### config.mk
export PLATFORM = sky130hd
export DESIGN_NAME = tcj_mul
export DESIGN_NICKNAME = d
export VERILOG_FILES = /design/src/rtl/core/tcj_pkg.sv /design/src/rtl/core/tcj_mul.sv
export SDC_FILE = /design/constraint.sdc
export NUM_CORES = 1
export LEC_CHECK = 0
export ABC_AREA = 1
export BUFFER_PORTS_ARGS = -buffer_cell sky130_fd_sc_hd__buf_2
export CORE_MARGIN = 2
export CORE_UTILIZATION = 50
export CTS_BUF_LIST = sky130_fd_sc_hd__clkbuf_8
export CTS_CLUSTER_DIAMETER = 100
export CTS_CLUSTER_SIZE = 14
export DETAILED_ROUTE_END_ITERATION = 10
export MAX_ROUTING_LAYER = met4
export PLACE_DENSITY = 0.67
export SYNTH_ARGS = -nofsm -noshare
export SYNTH_HDL_FRONTEND = slang
export SYNTH_SLANG_ARGS = --single-unit
### constraint.sdc
create_clock -name clk_i -period 14.9 [get_ports clk_i]
set_input_delay 2.235 -clock clk_i [delete_from_list [all_inputs] [get_ports clk_i]]
set_output_delay 2.235 -clock clk_i [all_outputs]
set_load 0.02 [all_outputs]
### src/rtl/core/tcj_pkg.sv
`timescale 1ns / 1ps
// ----------------------------------------------------------------------------
// tcj_pkg
// Shared constants, types and lookup tables of the thermocouple cold-junction
// compensation block.
// ----------------------------------------------------------------------------
package tcj_pkg;

  localparam int NTC_POINTS = 25;
  localparam int TC_POINTS  = 30;
  localparam int IDX_W      = 5;
  localparam int TBL_W      = 18;
  localparam int CFG_W      = 17;
  localparam int CFG_IDX_W  = 2;
  localparam int DIVD_W     = 33;
  localparam int DIVS_W     = 16;
  localparam int MUL_W      = 18;
  localparam int PROD_W     = 2 * MUL_W;
  localparam int QUO_W      = DIVD_W + 1;

  localparam logic [CFG_IDX_W-1:0] CFG_AMP_GAIN    = 2'd0;
  localparam logic [CFG_IDX_W-1:0] CFG_REF_MV      = 2'd1;
  localparam logic [CFG_IDX_W-1:0] CFG_SERIES_OHMS = 2'd2;

  localparam logic [IDX_W-1:0] NTC_LAST = IDX_W'(NTC_POINTS - 2);
  localparam logic [IDX_W-1:0] TC_LAST  = IDX_W'(TC_POINTS - 2);

  // Request and status between the sequencer and the serial divider.
  typedef struct packed {
    logic              start;
    logic [DIVD_W-1:0] dividend;
    logic [DIVS_W-1:0] divisor;
    logic              neg;
  } tcj_div_req_t;

  typedef struct packed {
    logic                    done;
    logic signed [QUO_W-1:0] quotient;
  } tcj_div_rsp_t;

  // NTC resistance in ohms, descending.
  function automatic logic signed [TBL_W-1:0] ntc_ohm_f(input logic [IDX_W-1:0] i);
    logic signed [TBL_W-1:0] v;
    case (i)
      5'd0:  v = 18'sd68915;  5'd1:  v = 18'sd54166;  5'd2:  v = 18'sd42889;
      5'd3:  v = 18'sd34196;  5'd4:  v = 18'sd27445;  5'd5:  v = 18'sd22165;
      5'd6:  v = 18'sd18010;  5'd7:  v = 18'sd14720;  5'd8:  v = 18'sd12099;
      5'd9:  v = 18'sd10000;  5'd10: v = 18'sd8308;   5'd11: v = 18'sd6939;
      5'd12: v = 18'sd5824;   5'd13: v = 18'sd4911;   5'd14: v = 18'sd4160;
      5'd15: v = 18'sd3540;   5'd16: v = 18'sd3023;   5'd17: v = 18'sd2593;
      5'd18: v = 18'sd2232;   5'd19: v = 18'sd1929;   5'd20: v = 18'sd1672;
      5'd21: v = 18'sd1455;   5'd22: v = 18'sd1270;   5'd23: v = 18'sd1111;
      5'd24: v = 18'sd976;
      default: v = '0;
    endcase
    return v;
  endfunction

  // Cold-junction temperature at each NTC point, 0.01 degC.
  function automatic logic signed [TBL_W-1:0] ntc_centi_f(input logic [IDX_W-1:0] i);
    logic signed [TBL_W-1:0] v;
    v = TBL_W'(18'sd500 * $signed({1'b0, i}) - 18'sd2000);
    return v;
  endfunction

  // K-type temperature points, 0.01 degC.
  function automatic logic signed [TBL_W-1:0] tc_centi_f(input logic [IDX_W-1:0] i);
    logic signed [TBL_W-1:0] v;
    case (i)
      5'd0:  v = -18'sd27000; 5'd1:  v = -18'sd8000;  5'd2:  v = -18'sd6000;
      5'd3:  v = -18'sd4000;  5'd4:  v = -18'sd2000;  5'd5:  v = 18'sd0;
      5'd6:  v = 18'sd2000;   5'd7:  v = 18'sd4000;   5'd8:  v = 18'sd6000;
      5'd9:  v = 18'sd8000;   5'd10: v = 18'sd10000;  5'd11: v = 18'sd12000;
      5'd12: v = 18'sd14000;  5'd13: v = 18'sd16000;  5'd14: v = 18'sd18000;
      5'd15: v = 18'sd20000;  5'd16: v = 18'sd25000;  5'd17: v = 18'sd30000;
      5'd18: v = 18'sd35000;  5'd19: v = 18'sd40000;  5'd20: v = 18'sd45000;
      5'd21: v = 18'sd50000;  5'd22: v = 18'sd55000;  5'd23: v = 18'sd60000;
      5'd24: v = 18'sd65000;  5'd25: v = 18'sd70000;  5'd26: v = 18'sd80000;
      5'd27: v = 18'sd90000;  5'd28: v = 18'sd100000; 5'd29: v = 18'sd120000;
      default: v = '0;
    endcase
    return v;
  endfunction

  // K-type thermoelectric voltage points, microvolts.
  function automatic logic signed [TBL_W-1:0] tc_micro_f(input logic [IDX_W-1:0] i);
    logic signed [TBL_W-1:0] v;
    case (i)
      5'd0:  v = -18'sd6458;  5'd1:  v = -18'sd2920;  5'd2:  v = -18'sd2243;
      5'd3:  v = -18'sd1527;  5'd4:  v = -18'sd778;   5'd5:  v = 18'sd0;
      5'd6:  v = 18'sd798;    5'd7:  v = 18'sd1612;   5'd8:  v = 18'sd2436;
      5'd9:  v = 18'sd3267;   5'd10: v = 18'sd4096;   5'd11: v = 18'sd4920;
      5'd12: v = 18'sd5735;   5'd13: v = 18'sd6540;   5'd14: v = 18'sd7340;
      5'd15: v = 18'sd8138;   5'd16: v = 18'sd10153;  5'd17: v = 18'sd12209;
      5'd18: v = 18'sd14293;  5'd19: v = 18'sd16397;  5'd20: v = 18'sd18516;
      5'd21: v = 18'sd20644;  5'd22: v = 18'sd22776;  5'd23: v = 18'sd24905;
      5'd24: v = 18'sd27025;  5'd25: v = 18'sd29129;  5'd26: v = 18'sd33275;
      5'd27: v = 18'sd37326;  5'd28: v = 18'sd41276;  5'd29: v = 18'sd48838;
      default: v = '0;
    endcase
    return v;
  endfunction

endpackage

### src/rtl/core/tcj_mul.sv
`timescale 1ns / 1ps
// ----------------------------------------------------------------------------
// tcj_mul
// Shared signed 18x18 multiplier with a registered product.
// ----------------------------------------------------------------------------
module tcj_mul (
  input  logic                             clk_i,
  input  logic signed [tcj_pkg::MUL_W-1:0]  a_i,
  input  logic signed [tcj_pkg::MUL_W-1:0]  b_i,
  output logic signed [tcj_pkg::PROD_W-1:0] prod_o
);
  import tcj_pkg::*;

  logic signed [PROD_W-1:0] prod_q;

  // Product register; operands are held stable by the sequencer.
  always_ff @(posedge clk_i) begin
    prod_q <= a_i * b_i;
  end

  assign prod_o = prod_q;

endmodule

==> impl_metrics.yaml <==
die:
  core_area_mm2: 0.0276
  die_h_um: 171
  io_pins: 73
  initial_core_util_pct: 50.4
  placementRows: 61
  die_w_um: 171
  dieArea_mm2: 0.0291
critical_path:
  path_class: "in2reg"
  critical_path.max_fanout: 18
  path_common_cell: "inv_1"
  endpoint: "prod_o[26]$_DFF_P_"
  path_depth: 23
  critPathArrivalTime_ns: 7.82
  crit_required_ns: 15.11
  cp_cell_sequence: "buf_2, nand2_1, inv_1, fa_1, inv_1, fa_1, inv_1, ha_1, inv_1, fa_1, inv_1, fa_1, inv_1, fa_1, inv_1, ha_1, nand2_1, nor2_2, inv_2, nor2_2, nand3_1, nand3_1, xor2_1"
  critPathMaxStageDelay_ns: 0.55
  cp_top_family: "adder cells"
  startpoint_type: "input port"
  crit_start: "b_i[0]"
  endpoint_kind: "flip-flop"
  crit_buf_inv: 9
  cp_slowest_cell: "fa_1"
route:
  routed_wl_um: 33300
  drt_iter0_markers: 572
  wl_per_cell_um: 15.0
  ant_nets: 0
  vias: 10814
  viasPerCell: 4.89
  drc: 0
  drtPass1Iterations: 5
global_routing:
  grt_max_degree: 19
  grt_pass1_vias: 11833
  globalRoute.totalOverflow: 0
  grt_pass1_wl_um: 57400
  grtUsageTotal_pct: 25.8
  antenna_found_initial: 0
synthesis:
  synth_cell_types: 26
  synthFlopType: "dfxtp_1"
  synthCells: 1826
  synth_area_mm2: 0.0139
  syn-mean-instance-area_um2: 7.61
  ys_warn_count: 0
  synth_edf_count: 0
  synth.net_count: 2285
  ys_seq_area_share_pct: 5.19
  synthArstFlopShare_pct: 0
  synth.ff_latch_count: 36
sta:
  rsz0062_at_grt: "no"
  fmax_ghz: 0.131
  min_period_ns: 7.61
  tightest_slew_ns: 0.509
  setup_viol_count_final: 0
  relSlewSlack_pct: 66.0
  setup_tns_ns: 0
  period_share_pct: 51.1
  final-hold-violation-count: 0
  report.final.slew_viol_count: 0
  holdWs_ns: 2.34
placement:
  numPortBuffers: 72
  hpwl_um: 28500
  place_congestion: 0.910
  dpl.cell_count: 2205
clock_network:
  cts.clk_slew.worst_paths_ns: 0.08
  htreeDepth: 2
  post-cts-setup-buffers: 0
  cts_tree: "built"
  cts-resized-gates: 0
  cts_buffers: 5
  cts.path.max_buffers: 2
  cts_num_sinks: 36
  postCtsHoldBufs: 0
  root_buffer: "clkbuf_8"
status:
  status: "complete, no violations"
final_layout:
  final_cell_mix: "605 x inv_1, 503 x nand2_1, 329 x fa_1"
  layout_commonest_cell: "inv_1"
  final_util_pct: 52.9
  regArea_um2: 721
  synthToLayoutAreaGrowth_pct: 4.88
  multi_input_area_mm2: 0.0106
  drive_gt1_share_pct: 5.50
  largest_register_ffs: 36
  antennaDiodeCount: 0
  fillers: 2673
  layoutNonFillerInstCount: 2213
  nets: 2293
flow_run:
  maxCapViolCount: 0
hold_path:
  hold_class: "in2reg"
Yosys cell counts (5+ instances only):
cell type,count,area [um^2]
nand2_2,6,37.5
a21oi_1,26,130
o21bai_1,6,45.0
nor3_1,5,25.0
nor2_1,59,221
inv_1,605,2270
clkbuf_1,68,255
fa_1,329,6590
o21ai_0,5,25.0
nand3_1,33,165
nand2_1,503,1890
nand4_1,8,50.1
ha_1,93,1160
nor2_2,7,43.8
dfxtp_1,36,721
xor2_1,14,123
and2_1,5,31.3
cell type report:
type,count,share of cell area (%)
Multi-Input combinational cell,1111,72.9
Clock inverter,3,0.292
Tap cell,378,3.24
Sequential cell,36,4.94
Inverter,608,15.7
Clock buffer,5,0.472
Timing Repair Buffer,72,2.47
metrics by stage:
stage               area (um^2)  worst slack, ns
floorplan                 13900             7.42
global placement          14500             7.03
detailed placement        14500             6.96
CTS                       14600             7.26
global route              14600             6.83
finish                    14600             7.29
metal layers:
layer	up-vias	part of all wire [%]	track usage (%)
li1	5017	-	-
met1	5403	39	30.0
met2	314	53	47.2
met3	80	5.2	2.85
met4	0	3.2	7.58
met5	-	0	-
worst min path at each step:
stage | startpoint | endpoint | slack (ns) | depth (start not counted)
floorplan | a_i[0] | prod_o[0]$_DFF_P_ | 2.54 | 3
detailed placement | prod_o[24]$_DFF_P_ | prod_o[24] | 2.65 | 1
finish | b_i[0] | prod_o[0]$_DFF_P_ | 2.34 | 3
CTS | b_i[0] | prod_o[0]$_DFF_P_ | 2.33 | 3
global placement | b_i[0] | prod_o[0]$_DFF_P_ | 2.65 | 3
global route | b_i[0] | prod_o[0]$_DFF_P_ | 2.37 | 3
cells by family after synthesis:
logic type / count (synthesis) / synth area share (%)
xor gates and xnor gates: 17 / 1.07
AOI/OAI and AO/OA: 38 / 1.49
and+or+nand+nor: 634 / 18.1
adders and majority gates: 422 / 55.8
buffers and inverters: 679 / 18.3
DFF: 36 / 5.19
tightest hold or removal path: stages:
cell,delay (ns)
buf_2,0.22
nand2_1,0.11
inv_1,0.04
Power is not shown: default switching activity piles up to over one toggle a cycle in this logic, so the estimate is an artifact.
