--- src/rtl/core/tcj_pkg.sv ---
`timescale 1ns / 1ps
// ----------------------------------------------------------------------------
// tcj_pkg
// Shared constants, types and lookup tables of the thermocouple cold-junction
// compensation block.
// ----------------------------------------------------------------------------
package tcj_pkg;

  localparam int NTC_POINTS = 25;
  localparam int TC_POINTS  = 30;
  localparam int IDX_W      = 5;
  localparam int TBL_W      = 18;
  localparam int CFG_W      = 17;
  localparam int CFG_IDX_W  = 2;
  localparam int DIVD_W     = 33;
  localparam int DIVS_W     = 16;
  localparam int MUL_W      = 18;
  localparam int PROD_W     = 2 * MUL_W;
  localparam int QUO_W      = DIVD_W + 1;

  localparam logic [CFG_IDX_W-1:0] CFG_AMP_GAIN    = 2'd0;
  localparam logic [CFG_IDX_W-1:0] CFG_REF_MV      = 2'd1;
  localparam logic [CFG_IDX_W-1:0] CFG_SERIES_OHMS = 2'd2;

  localparam logic [IDX_W-1:0] NTC_LAST = IDX_W'(NTC_POINTS - 2);
  localparam logic [IDX_W-1:0] TC_LAST  = IDX_W'(TC_POINTS - 2);

  // Request and status between the sequencer and the serial divider.
  typedef struct packed {
    logic              start;
    logic [DIVD_W-1:0] dividend;
    logic [DIVS_W-1:0] divisor;
    logic              neg;
  } tcj_div_req_t;

  typedef struct packed {
    logic                    done;
    logic signed [QUO_W-1:0] quotient;
  } tcj_div_rsp_t;

  // NTC resistance in ohms, descending.
  function automatic logic signed [TBL_W-1:0] ntc_ohm_f(input logic [IDX_W-1:0] i);
    logic signed [TBL_W-1:0] v;
    case (i)
      5'd0:  v = 18'sd68915;  5'd1:  v = 18'sd54166;  5'd2:  v = 18'sd42889;
      5'd3:  v = 18'sd34196;  5'd4:  v = 18'sd27445;  5'd5:  v = 18'sd22165;
      5'd6:  v = 18'sd18010;  5'd7:  v = 18'sd14720;  5'd8:  v = 18'sd12099;
      5'd9:  v = 18'sd10000;  5'd10: v = 18'sd8308;   5'd11: v = 18'sd6939;
      5'd12: v = 18'sd5824;   5'd13: v = 18'sd4911;   5'd14: v = 18'sd4160;
      5'd15: v = 18'sd3540;   5'd16: v = 18'sd3023;   5'd17: v = 18'sd2593;
      5'd18: v = 18'sd2232;   5'd19: v = 18'sd1929;   5'd20: v = 18'sd1672;
      5'd21: v = 18'sd1455;   5'd22: v = 18'sd1270;   5'd23: v = 18'sd1111;
      5'd24: v = 18'sd976;
      default: v = '0;
    endcase
    return v;
  endfunction

  // Cold-junction temperature at each NTC point, 0.01 degC.
  function automatic logic signed [TBL_W-1:0] ntc_centi_f(input logic [IDX_W-1:0] i);
    logic signed [TBL_W-1:0] v;
    v = TBL_W'(18'sd500 * $signed({1'b0, i}) - 18'sd2000);
    return v;
  endfunction

  // K-type temperature points, 0.01 degC.
  function automatic logic signed [TBL_W-1:0] tc_centi_f(input logic [IDX_W-1:0] i);
    logic signed [TBL_W-1:0] v;
    case (i)
      5'd0:  v = -18'sd27000; 5'd1:  v = -18'sd8000;  5'd2:  v = -18'sd6000;
      5'd3:  v = -18'sd4000;  5'd4:  v = -18'sd2000;  5'd5:  v = 18'sd0;
      5'd6:  v = 18'sd2000;   5'd7:  v = 18'sd4000;   5'd8:  v = 18'sd6000;
      5'd9:  v = 18'sd8000;   5'd10: v = 18'sd10000;  5'd11: v = 18'sd12000;
      5'd12: v = 18'sd14000;  5'd13: v = 18'sd16000;  5'd14: v = 18'sd18000;
      5'd15: v = 18'sd20000;  5'd16: v = 18'sd25000;  5'd17: v = 18'sd30000;
      5'd18: v = 18'sd35000;  5'd19: v = 18'sd40000;  5'd20: v = 18'sd45000;
      5'd21: v = 18'sd50000;  5'd22: v = 18'sd55000;  5'd23: v = 18'sd60000;
      5'd24: v = 18'sd65000;  5'd25: v = 18'sd70000;  5'd26: v = 18'sd80000;
      5'd27: v = 18'sd90000;  5'd28: v = 18'sd100000; 5'd29: v = 18'sd120000;
      default: v = '0;
    endcase
    return v;
  endfunction

  // K-type thermoelectric voltage points, microvolts.
  function automatic logic signed [TBL_W-1:0] tc_micro_f(input logic [IDX_W-1:0] i);
    logic signed [TBL_W-1:0] v;
    case (i)
      5'd0:  v = -18'sd6458;  5'd1:  v = -18'sd2920;  5'd2:  v = -18'sd2243;
      5'd3:  v = -18'sd1527;  5'd4:  v = -18'sd778;   5'd5:  v = 18'sd0;
      5'd6:  v = 18'sd798;    5'd7:  v = 18'sd1612;   5'd8:  v = 18'sd2436;
      5'd9:  v = 18'sd3267;   5'd10: v = 18'sd4096;   5'd11: v = 18'sd4920;
      5'd12: v = 18'sd5735;   5'd13: v = 18'sd6540;   5'd14: v = 18'sd7340;
      5'd15: v = 18'sd8138;   5'd16: v = 18'sd10153;  5'd17: v = 18'sd12209;
      5'd18: v = 18'sd14293;  5'd19: v = 18'sd16397;  5'd20: v = 18'sd18516;
      5'd21: v = 18'sd20644;  5'd22: v = 18'sd22776;  5'd23: v = 18'sd24905;
      5'd24: v = 18'sd27025;  5'd25: v = 18'sd29129;  5'd26: v = 18'sd33275;
      5'd27: v = 18'sd37326;  5'd28: v = 18'sd41276;  5'd29: v = 18'sd48838;
      default: v = '0;
    endcase
    return v;
  endfunction

endpackage

--- src/rtl/core/tcj_div.sv ---
`timescale 1ns / 1ps
// ----------------------------------------------------------------------------
// tcj_div
// Shared restoring divider, one quotient bit per cycle, with sign fix-up.
// ----------------------------------------------------------------------------
module tcj_div (
  input  logic                  clk_i,
  input  logic                  rst_ni,
  input  tcj_pkg::tcj_div_req_t req_i,
  output tcj_pkg::tcj_div_rsp_t rsp_o
);
  import tcj_pkg::*;

  localparam int CNT_W = $clog2(DIVD_W + 1);

  logic [DIVS_W-1:0] rem_q;
  logic [DIVD_W-1:0] quo_q;
  logic [DIVS_W-1:0] dsr_q;
  logic [CNT_W-1:0]  cnt_q;
  logic              busy_q, done_q, neg_q;
  logic [DIVS_W:0]   rem_sh;
  logic              fits;

  assign rem_sh = {rem_q, quo_q[DIVD_W-1]};
  assign fits   = rem_sh >= {1'b0, dsr_q};

  // Control: busy while bits remain, done pulses after the last bit.
  always_ff @(posedge clk_i or negedge rst_ni) begin
    if (!rst_ni) begin
      busy_q <= 1'b0;
      done_q <= 1'b0;
      cnt_q  <= '0;
    end else begin
      done_q <= busy_q && !req_i.start && (cnt_q == CNT_W'(1));
      if (req_i.start) begin
        busy_q <= 1'b1;
        cnt_q  <= CNT_W'(DIVD_W);
      end else if (busy_q) begin
        cnt_q <= cnt_q - 1'b1;
        if (cnt_q == CNT_W'(1)) begin
          busy_q <= 1'b0;
        end
      end
    end
  end

  // Datapath: shift the dividend through the partial remainder.
  always_ff @(posedge clk_i) begin
    if (req_i.start) begin
      rem_q <= '0;
      quo_q <= req_i.dividend;
      dsr_q <= req_i.divisor;
      neg_q <= req_i.neg;
    end else if (busy_q) begin
      rem_q <= fits ? DIVS_W'(rem_sh - {1'b0, dsr_q}) : rem_sh[DIVS_W-1:0];
      quo_q <= {quo_q[DIVD_W-2:0], fits};
    end
  end

  assign rsp_o.done     = done_q;
  assign rsp_o.quotient = neg_q ? -$signed({1'b0, quo_q}) : $signed({1'b0, quo_q});

endmodule

--- config.mk ---
export PLATFORM = sky130hd
export DESIGN_NAME = tcj_div
export DESIGN_NICKNAME = d
export VERILOG_FILES = /design/src/rtl/core/tcj_pkg.sv /design/src/rtl/core/tcj_div.sv
export SDC_FILE = /design/constraint.sdc
export NUM_CORES = 1
export LEC_CHECK = 0
export CORE_ASPECT_RATIO = 0.8
export CORE_UTILIZATION = 25
export DETAILED_ROUTE_END_ITERATION = 10
export DONT_BUFFER_PORTS = 1
export GPL_TIMING_DRIVEN = 0
export PLACE_DENSITY_LB_ADDON = 0.2
export SLEW_MARGIN = 25
export SYNTH_ARGS = -nofsm -noshare
export SYNTH_HDL_FRONTEND = slang
export SYNTH_SLANG_ARGS = --single-unit
--- constraint.sdc ---
create_clock -name clk_i -period 3.5 [get_ports clk_i]
set_input_delay 0.175 -clock clk_i [delete_from_list [all_inputs] [get_ports clk_i]]
set_output_delay 0.175 -clock clk_i [all_outputs]
set_load 0.05 [all_outputs]
==> metrics.md <==
| Metric | Value |
|---|---|
| # nets final | `560` |
| First-pass GRT wire length | `19500 um` |
| Clk root buf | `clkbuf_16` |
| Post-synthesis register bit count | `74` |
| Clock sink count | `74` |
| Unique masters post-synth | `57` |
| Worst EP arrival | `3.24 ns` |
| Fin util | `31.1%` |
| Worst slew pin tran | `1.09 ns` |
| Fraction of registers with async set/reset | `10.8%` |
| Final Hold Viols | `0` |
| Layout cells sized above 1 | `18.5%` |
| Vias | `3645` |
| PortBufs | `0` |
| Top-count cell post-synth | `edfxtp_1` |
| Bufs on Longest Clock Path | `2` |
| DRC | `0` |
| Element type at the critical path start | `flop` |
| Part of the cycle the worst path needs | `97.5%` |
| Layout Cells excl Fill | `723` |
| Pwr Density | `804 mW/mm^2` |
| Ys flop type | `edfxtp_1` |
| Critical Path Sink Type | `output pin` |
| Relative slew slack | `27.3%` |
| Hpwl dp | `9290 um` |
| Leak pwr | `2.12 nW` |
| Worst-path clk slew | `0.06 ns` |
| Synthesized cell area | `0.00464 sq mm` |
| CP max FO | `5` |
| Post-DR vias/cell | `5.04` |
| Full die area | `0.0191 sq mm` |
| Total GRT Usage | `13.5%` |
| Skew final | `0.00857 ns` |
| Final wirelength | `12900 um` |
| Hold WS | `0.0246 ns` |
| RSZ-0062 raised after global routing | `false` |
| Row cnt | `44` |
| Max cap viols | `0` |
| Yosys synthesis warning count | `0` |
| DR pass1 iterations | `5` |
| P&R area growth vs syn | `21.8%` |
| Commonest cells in the netlist | `edfxtp_1, nand2_1, xnor2_1` |
| Max Slew Vio Count | `0` |
| # H-tree levels | `3` |
| Total power | `4.54 mW` |
| Pin count of the biggest net entering global routing | `35` |
| Die Y | `124 um` |
| CTS tree | `yes` |
| Max Freq | `293 MHz` |
| Core Area | `0.0182 sq mm` |
| ANT nets after route | `0` |
| Post-Syn Instances | `457` |
| Synthesized Nets | `530` |
| Clock buffer count from CTS | `9` |
| Placed cells | `687` |
| Crit path time final | `3.41 ns` |
| Vias in the first global route | `3413` |
| GP Congestion | `0.789` |
| Finish-stage setup viols | `0` |
| Number of flops mapped to enable cells by yosys | `50` |
| Syn Area/Cell | `10.1 sq um` |
| Worst Setup Path Type | `reg2out` |
| Setup tns final | `0 ns` |
| Starting Density | `25.5%` |
| GR Overflow Total | `0` |
| WL/cell | `17.8 um` |
| Worst min path class | `in2reg` |
| VDD IR max | `0.293 mV` |
| Critical Path RT | `3.32 ns` |
| Outcome | `completed` |
| Yosys top cell by area | `edfxtp_1` |
| Initial DRC Count | `348` |
| I/O Pins | `88` |
| Die Span X | `154 um` |
| Top post-synthesis cells by area | `edfxtp_1, mux2_2, dfxtp_1` |
| Area share of the leading cell type in the synthesized netlist | `32.4%` |
| Post-CTS Repair Setup Buffers | `0` |
| Initial antenna violation count | `1` |
| Clk Latency, worst-skew pair | `0.34 ns` |
| Sequential share of the synthesized area | `43.6%` |
per-stage QoR:
stage               area (sq um)  worst slack (ns)
floorplan                   4640             0.550
global placement            4920             0.159
detailed placement          5070             0.168
CTS                         5560            0.0191
global route                5650            0.0100
finish                      5650            0.0871
state kept, by name, summed over array words and instances (netlist names):
register and flops:
quo_q 33, dsr_q 16, rem_q 16, cnt_q 6, busy_q 1, done_q 1, neg_q 1
what timing repair did:
action / 4_1_cts / 5_1_grt
gates resized for setup: 0 / 6
hold buffers: 19 / 0
setup endpoints to repair: 0 / 6
endpoints found under the hold margin: 42 / 0
area by class of cell:
class	instances	area [sq um]
clock buffers	12	246
fillers	1898	12500
inverters	24	90.1
flip-flops and latches	74	2020
multi-input cells	337	2670
repair buffers	19	190
well taps	230	288
clock inverters	4	51.3
diodes	1	2.50
plain buffers	22	91.3
cells by family after synthesis:
kind of cell    share of synthesized area [%]
buf+inv                                  3.89
flops                                    43.6
fa+ha+maj                                5.56
simple gates                             14.1
mux                                      7.53
xor+xnor                                 7.93
compound gates                           17.4
power breakdown:
part	internal (mW)	total, mW	switching, mW
clock network	0.573	0.956	0.383
logic	0.723	2.12	1.40
registers	1.20	1.47	0.265
routing by layer:
layer	global-route usage (%)	up-vias	wire length [um]
met2	19.1	110	5550
met1	19.5	1760	6360
met4	3.65	0	133
met5	0	-	0
li1	-	1766	-
met3	4.49	9	820
layout by cell type (no fill, tap or decap), drive strengths merged, types with 16 or more instances in the layout:
cell,count
inv,24
o21ai,25
edfxtp,50
mux2,31
nor2,28
dfxtp,16
dlygate4sd3,19
ha,19
clkbuf,30
a21oi,20
xnor2,35
nand2,36
final timing paths:
kind / start / slack (ns) / to / depth (start not counted)
max in group asynchronous: rst_ni / 3.03 / cnt_q[1] / 1
min: req_i[19] / 0.02 / quo_q[2] / 2
max reg2reg: dsr_q[14] / 0.22 / quo_q[0] / 8
max: quo_q[12] / 0.09 / rsp_o[28] / 6
min reg2reg: rem_q[4] / 0.48 / rem_q[4] / 2
min in group asynchronous: rst_ni / 0.19 / cnt_q[4] / 1
worst max-delay path, stage by stage (launching register included):
cell,delay [ns]
edfxtp_1,0.48
or4_4,0.60
or3_4,0.37
or4_4,0.54
or2_4,0.30
o21ai_0,0.28
xnor2_2,0.32
Note: power is estimated with default switching activity, not from simulation.
